===== config.mk =====
export PLATFORM = sky130hd
export DESIGN_NAME = tscu_poly
export DESIGN_NICKNAME = d
export VERILOG_FILES = /design/src/rtl/tscu_pkg.sv /design/src/rtl/tscu_poly.sv
export SDC_FILE = /design/constraint.sdc
export NUM_CORES = 2
export LEC_CHECK = 0
export ABC_AREA = 1
export BUFFER_PORTS_ARGS = -buffer_cell sky130_fd_sc_hd__buf_2
export CAP_MARGIN = 20
export CORE_ASPECT_RATIO = 0.6
export CORE_MARGIN = 8
export CORE_UTILIZATION = 55
export CTS_CLUSTER_SIZE = 8
export DETAILED_ROUTE_END_ITERATION = 7
export GPL_TIMING_DRIVEN = 0
export PLACE_DENSITY = 0.71
export SLEW_MARGIN = 10
export SYNTH_ARGS = -nofsm -noshare
export SYNTH_HDL_FRONTEND = slang
export SYNTH_SLANG_ARGS = --single-unit
export TNS_END_PERCENT = 5

===== constraint.sdc =====
create_clock -name aclk -period 11.47 [get_ports aclk]
set_input_delay 1.7205 -clock aclk [delete_from_list [all_inputs] [get_ports aclk]]
set_output_delay 1.7205 -clock aclk [all_outputs]
set_load 0.05 [all_outputs]

===== src/rtl/tscu_pkg.sv =====
// Shared constants, types and the constant sine table for the sine/cosine unit.
`default_nettype none
package tscu_pkg;

    localparam int TableSize = 256;
    localparam int IdxBits   = 8;
    localparam int FracBits  = 16;
    localparam int ExtraBits = 8;
    localparam int WorkBits  = FracBits + ExtraBits;
    localparam int ValBits   = FracBits + 2;

    localparam longint unsigned Pi4Q31      = 64'd1686629713;
    localparam longint unsigned TwoPiQ60    = 64'h6487ED5110B4611B;
    localparam longint unsigned InvTwoPiQ34 = 64'd2734261102;
    localparam longint unsigned OneQ31      = 64'd2147483648;

    // 2*pi/N in Q(WorkBits)
    localparam longint unsigned StepQ =
        ((TwoPiQ60 >> (60 - WorkBits)) + TableSize / 2) / TableSize;

    // Taylor term divisors: (2n)(2n+1) for sine, (2n-1)(2n) for cosine
    localparam longint unsigned SinDiv1 = 64'd6;
    localparam longint unsigned SinDiv2 = 64'd20;
    localparam longint unsigned SinDiv3 = 64'd42;
    localparam longint unsigned SinDiv4 = 64'd72;
    localparam longint unsigned SinDiv5 = 64'd110;
    localparam longint unsigned SinDiv6 = 64'd156;
    localparam longint unsigned CosDiv1 = 64'd2;
    localparam longint unsigned CosDiv2 = 64'd12;
    localparam longint unsigned CosDiv3 = 64'd30;
    localparam longint unsigned CosDiv4 = 64'd56;
    localparam longint unsigned CosDiv5 = 64'd90;
    localparam longint unsigned CosDiv6 = 64'd132;

    localparam logic OP_SIN = 1'b0;
    localparam logic OP_COS = 1'b1;

    typedef logic signed [ValBits-1:0] rom_word_t;
    typedef rom_word_t rom_t [TableSize];

    function automatic longint clamp_q31(longint sum);
        longint r;
        r = sum;
        if (r < 0) r = 0;
        if (r > longint'(OneQ31)) r = longint'(OneQ31);
        return r;
    endfunction

    function automatic longint sine_series_q31(longint unsigned a, longint unsigned a2);
        longint unsigned term;
        longint          sum;
        term = a;
        sum  = longint'(a);
        term = ((term * a2) >> 31) / SinDiv1;
        sum  = sum - longint'(term);
        term = ((term * a2) >> 31) / SinDiv2;
        sum  = sum + longint'(term);
        term = ((term * a2) >> 31) / SinDiv3;
        sum  = sum - longint'(term);
        term = ((term * a2) >> 31) / SinDiv4;
        sum  = sum + longint'(term);
        term = ((term * a2) >> 31) / SinDiv5;
        sum  = sum - longint'(term);
        term = ((term * a2) >> 31) / SinDiv6;
        sum  = sum + longint'(term);
        return clamp_q31(sum);
    endfunction

    function automatic longint cosine_series_q31(longint unsigned a2);
        longint unsigned term;
        longint          sum;
        term = OneQ31;
        sum  = longint'(OneQ31);
        term = ((term * a2) >> 31) / CosDiv1;
        sum  = sum - longint'(term);
        term = ((term * a2) >> 31) / CosDiv2;
        sum  = sum + longint'(term);
        term = ((term * a2) >> 31) / CosDiv3;
        sum  = sum - longint'(term);
        term = ((term * a2) >> 31) / CosDiv4;
        sum  = sum + longint'(term);
        term = ((term * a2) >> 31) / CosDiv5;
        sum  = sum - longint'(term);
        term = ((term * a2) >> 31) / CosDiv6;
        sum  = sum + longint'(term);
        return clamp_q31(sum);
    endfunction

    function automatic rom_word_t rom_entry(int unsigned i);
        longint unsigned m, oct, r, num, a, a2;
        longint          q31, v;
        m   = 8 * (i % TableSize);
        oct = m / TableSize;
        r   = m % TableSize;
        num = oct[0] ? (TableSize - r) : r;
        a   = (Pi4Q31 * num + TableSize / 2) / TableSize;
        a2  = (a * a) >> 31;
        if (oct == 1 || oct == 2 || oct == 5 || oct == 6)
            q31 = cosine_series_q31(a2);
        else
            q31 = sine_series_q31(a, a2);
        v = longint'((longint'(q31) + (64'd1 << (30 - FracBits))) >> (31 - FracBits));
        if (oct >= 4) v = -v;
        return rom_word_t'(v);
    endfunction

    function automatic rom_t build_rom();
        rom_t t;
        for (int i = 0; i < TableSize; i++) t[i] = rom_entry(i);
        return t;
    endfunction

    localparam rom_t SIN_ROM = build_rom();

    // shift right by sh, rounding half away from zero
    function automatic logic signed [63:0] shr_round(logic signed [63:0] v, int sh);
        logic [63:0] mag;
        logic [63:0] q;
        mag = v[63] ? (64'd0 - v) : v;
        q   = (mag + (64'd1 << (sh - 1))) >> sh;
        return v[63] ? -$signed(q) : $signed(q);
    endfunction

endpackage
`default_nettype wire


===== src/rtl/tscu_poly.sv =====
// Second-order correction pipeline: table values and residual in, rounded result out.
`default_nettype none
module tscu_poly (
    input  wire logic                                  aclk,
    input  wire logic                                  aresetn,
    input  wire logic                                  in_valid,
    output logic                                       in_ready,
    input  wire logic                                  in_op,
    input  wire tscu_pkg::rom_word_t                   in_s,
    input  wire tscu_pkg::rom_word_t                   in_c,
    input  wire logic signed [tscu_pkg::WorkBits-1:0]  in_d,
    output logic                                       out_valid,
    input  wire logic                                  out_ready,
    output tscu_pkg::rom_word_t                        out_value
);
    localparam int WB = tscu_pkg::WorkBits;
    localparam int VB = tscu_pkg::ValBits;
    localparam int P1B = VB + WB;
    localparam int IB = VB + tscu_pkg::ExtraBits + 2;
    localparam int P2B = IB + WB;

    logic vd_reg, ve_reg, vf_reg, vg_reg;
    logic rd_d, rd_e, rd_f, rd_g;

    assign rd_g = !vg_reg || out_ready;
    assign rd_f = !vf_reg || rd_g;
    assign rd_e = !ve_reg || rd_f;
    assign rd_d = !vd_reg || rd_e;
    assign in_ready = rd_d;

    // stage D
    logic                  d_op_reg;
    tscu_pkg::rom_word_t   d_a_reg, d_b_reg;
    logic signed [WB-1:0]  d_d_reg;
    logic signed [P1B-1:0] d_p1_reg;
    tscu_pkg::rom_word_t   sel_a, sel_b;
    assign sel_a = (in_op == tscu_pkg::OP_COS) ? in_c : in_s;
    assign sel_b = (in_op == tscu_pkg::OP_COS) ? in_s : in_c;

    // stage E
    logic                  e_op_reg;
    tscu_pkg::rom_word_t   e_a_reg;
    logic signed [WB-1:0]  e_d_reg;
    logic signed [IB-1:0]  e_inner_reg;
    logic signed [63:0]    r1;
    logic signed [IB-1:0]  inner_next;
    assign r1 = tscu_pkg::shr_round(64'(d_p1_reg), tscu_pkg::FracBits + 1);
    assign inner_next = (IB'(d_b_reg) <<< tscu_pkg::ExtraBits)
                      + ((d_op_reg == tscu_pkg::OP_COS) ? IB'(r1) : -IB'(r1));

    // stage F
    logic                  f_op_reg;
    tscu_pkg::rom_word_t   f_a_reg;
    logic signed [P2B-1:0] f_p2_reg;

    // stage G
    logic signed [63:0] r2, sum, rr;
    tscu_pkg::rom_word_t value_next;
    tscu_pkg::rom_word_t value_reg;
    assign r2  = tscu_pkg::shr_round(64'(f_p2_reg), WB);
    assign sum = (64'(f_a_reg) <<< tscu_pkg::ExtraBits)
               + ((f_op_reg == tscu_pkg::OP_COS) ? -r2 : r2);
    assign rr  = tscu_pkg::shr_round(sum, tscu_pkg::ExtraBits);

    always_comb begin
        if (rr > 64'sd0 + ((64'sd1 <<< (VB - 1)) - 64'sd1))
            value_next = {1'b0, {(VB-1){1'b1}}};
        else if (rr < -(64'sd1 <<< (VB - 1)))
            value_next = {1'b1, {(VB-1){1'b0}}};
        else
            value_next = rr[VB-1:0];
    end

    always_ff @(posedge aclk) begin
        if (!aresetn) begin
            vd_reg <= 1'b0;
            ve_reg <= 1'b0;
            vf_reg <= 1'b0;
            vg_reg <= 1'b0;
        end else begin
            if (rd_d) vd_reg <= in_valid;
            if (rd_e) ve_reg <= vd_reg;
            if (rd_f) vf_reg <= ve_reg;
            if (rd_g) vg_reg <= vf_reg;
        end
    end

    always_ff @(posedge aclk) begin
        if (rd_d) begin
            d_op_reg <= in_op;
            d_a_reg  <= sel_a;
            d_b_reg  <= sel_b;
            d_d_reg  <= in_d;
            d_p1_reg <= P1B'(sel_a) * P1B'(in_d);
        end
        if (rd_e) begin
            e_op_reg    <= d_op_reg;
            e_a_reg     <= d_a_reg;
            e_d_reg     <= d_d_reg;
            e_inner_reg <= inner_next;
        end
        if (rd_f) begin
            f_op_reg <= e_op_reg;
            f_a_reg  <= e_a_reg;
            f_p2_reg <= P2B'(e_inner_reg) * P2B'(e_d_reg);
        end
        if (rd_g) value_reg <= value_next;
    end

    assign out_valid = vg_reg;
    assign out_value = value_reg;
endmodule
`default_nettype wire


==> impl_metrics.py <==
metrics = {
    "global_routing": {
        "gr-total-overflow": 0,
        "grt_pass1_vias": 54200,
        "antenna_found_initial": 11,
        "grt_pass1_wl_um": 338000,
        "grt_max_degree": 67,
        "grt_use_total": 0.348,
    },
    "final_layout": {
        "syn2layout_area_growth_pct": 8.16,
        "drive_above_1_share": 0.0744,
        "finalInstanceArea_um2": 69600,
        "num-nets-final": 10200,
        "largest_reg_flops": 52,
    },
    "placed_design": {
        "dp_hpwl_um": 194000,
        "gp_congestion": 1.09,
        "post_dp_cell_area_um2": 66900,
        "port_buffers": 84,
    },
    "critical_path": {
        "critical_path.startpoint_type": "flip-flop",
        "max_stage_delay_ns": 0.41,
        "crit_required_ns": 11.93,
        "worstPathMaxFanout": 10,
        "r2r_slack_ns": 0.16,
        "crit_type": "flip-flop to flip-flop",
        "cp-end-kind": "flip-flop",
        "critPathArrivalTime_ns": 11.76,
        "crit_start": "f_p2_reg[1]",
        "reg2reg_from": "f_p2_reg[1]",
        "cpMaxStageDelayCell": "edfxtp_1",
        "cpMostUsedCell": "nand2_1",
    },
    "clock_network": {
        "clkTransAtPathRegs_ns": 0.05,
        "ctsHoldBuffers": 0,
        "h-tree-depth": 2,
        "worstSkewPairLatency_ns": 0.60,
        "cts_sinks": 267,
        "clk_path_buf_depth": 3,
        "clockRootBuffer": "clkbuf_16",
        "cts_tree": "done",
        "cts_buffers": 40,
    },
    "floorplanning": {
        "io_pins": 85,
        "num_rows": 97,
        "initial_core_util": 0.552,
        "core_region_area_um2": 116000,
        "die-height_um": 281,
        "die_width_um": 457,
        "dieArea_um2": 128000,
    },
    "route": {
        "wl_per_cell_um": 22.2,
        "vias": 56600,
        "dr.pass1.iters": 8,
        "drc": 0,
        "ant_nets": 0,
        "first_iter_violations": 6922,
        "routed_via_density": 5.55,
        "wirelength_um": 227000,
    },
    "logic_synthesis": {
        "syn-num-nets": 9973,
        "postSynthAreaPerCell_um2": 7.61,
        "yosysUniqueCellTypes": 59,
        "ys.warnings.count": 0,
        "ys.flop_type": "edfxtp_1",
        "synth_edf_count": 263,
        "synth_area_um2": 64300,
        "synth-simple-area-share": 0.241,
        "synth_seq_cells": 267,
        "yosysTopAreaCell": "fa_1",
        "synthMostInstantiatedCell": "nand2_1",
        "synthMuxAreaShare": 0,
        "synth_xor_area_frac": 0.0532,
        "synth-seq-area-share": 0.124,
        "synth_cells": 8451,
        "async_reset_ff_frac": 0,
        "synth.top_cell.area_share": 0.349,
        "synth_top_family_by_area": "adder cells",
        "synthAdderAreaFrac": 0.414,
        "synth_common_cells": "2251 x nand2_1, 1909 x inv_1, 1122 x fa_1, 738 x nor2_1, 335 x ha_1",
        "synth_compound_area_frac": 0.0377,
        "synthTopCellsByArea": "fa_1 35%, nand2_1 13%, edfxtp_1 12%, inv_1 11%, ha_1 6.5%",
    },
    "timing": {
        "final_hold_viol_count": 0,
        "worstMarginPinSlew_ns": 1.31,
        "slew_violations": 0,
        "finalCritPeriodShare": 0.986,
        "finalClockSkew_ns": 0.0475,
        "timing.final.crit_period_ns": 11.31,
        "fmax_mhz": 88.4,
        "grt_setup_unrepaired": "yes",
        "slew_headroom": 0.123,
        "setup_viol_count_final": 0,
    },
    "flow_run": {
        "cap_viol_max_count": 0,
    },
    "outcome": {
        "status": "completed",
    },
    "worst_hold_path": {
        "hold_path_startpoint": "e_a_reg[17]",
        "hold_path_class": "flip-flop to flip-flop",
    },
}
through the flow:
| stage | hold WS [ns] | setup slack (ns) | instances | utilization | setup TNS, ns |
|---|---|---|---|---|---|
| final | 0.382 | 0.164 | 10200 | 0.598 | 0 |
| after global routing | 0.375 | -0.387 | 10200 | 0.597 | -6.04 |
| after CTS | 0.376 | -0.0244 | 10200 | 0.587 | -0.167 |
| after detailed placement | 0.405 | -2.77 | 10100 | 0.575 | -48.01 |
| after global placement | 0.401 | -2.76 | 10100 | 0.573 | -47.97 |
| after floorplan | 0.400 | 1.59 | 8451 | - | 0 |
final timing paths:
kind                         to  cells past startpoint
hold reg to reg     f_a_reg[17]                      0
setup reg to reg  out_value[10]                     69
hold / removal      f_a_reg[17]                      0
setup / recovery  out_value[10]                     69
critical path, delay by kind of cell (launching register included):
kind	cells	cell delay [ns]
XOR/XNOR	2	0.41
AND/OR/NAND/NOR	45	6.19
buffers and inverters	10	1.39
flip-flops	1	0.41
AO/OA/AOI/OAI	8	1.72
adder cells (fa/ha/maj)	4	1.00
metal layers:
| layer | vias up | track usage | routed length [um] |
|---|---|---|---|
| li1 | 25600 | - | - |
| met4 | 18 | 0.0597 | 4510 |
| met2 | 3515 | 0.424 | 79700 |
| met1 | 27200 | 0.531 | 101000 |
| met3 | 325 | 0.192 | 41700 |
| met5 | - | 0.0131 | 369 |
cells by family (layout without fill, tap and decap cells):
family	count (synthesis)	in the layout
XOR/XNOR	389	389
AO/OA/AOI/OAI	440	440
AND/OR/NAND/NOR	3717	3718
other	0	5
buffers and inverters	2181	2397
flip-flops	267	267
adder cells (fa/ha/maj)	1457	1457
cell usage in the layout, fill, tap and decap left out, types with 113 or more instances in the layout:
| master | count |
|---|---|
| nor2_2 | 128 |
| inv_1 | 1905 |
| ha_1 | 330 |
| edfxtp_1 | 263 |
| a21oi_1 | 187 |
| clkbuf_1 | 184 |
| o21ai_0 | 113 |
| nor2_1 | 654 |
| fa_1 | 1122 |
| nand3_1 | 308 |
| xor2_1 | 253 |
| xnor2_1 | 117 |
| nand2_1 | 2215 |
final cells by class:
class,instances,area [um2]
fillers,10700,46800
plain buffers,246,1090
multi-input cells,6004,49000
flip-flops and latches,267,7980
well taps,1534,1920
clock inverters,6,95.1
inverters,1930,7260
clock buffers,53,1050
diodes,5,12.5
repair buffers,162,1150
repair_timing:
action                                  4_1_cts  5_1_grt
setup buffers                                 6       37
gates cloned                                  0        1
resized for setup                            60      210
endpoints found under the setup margin       20       34
pin swaps                                     5       38
Power is not shown: default switching activity piles up to over one toggle a cycle in this logic, so the estimate is an artifact.
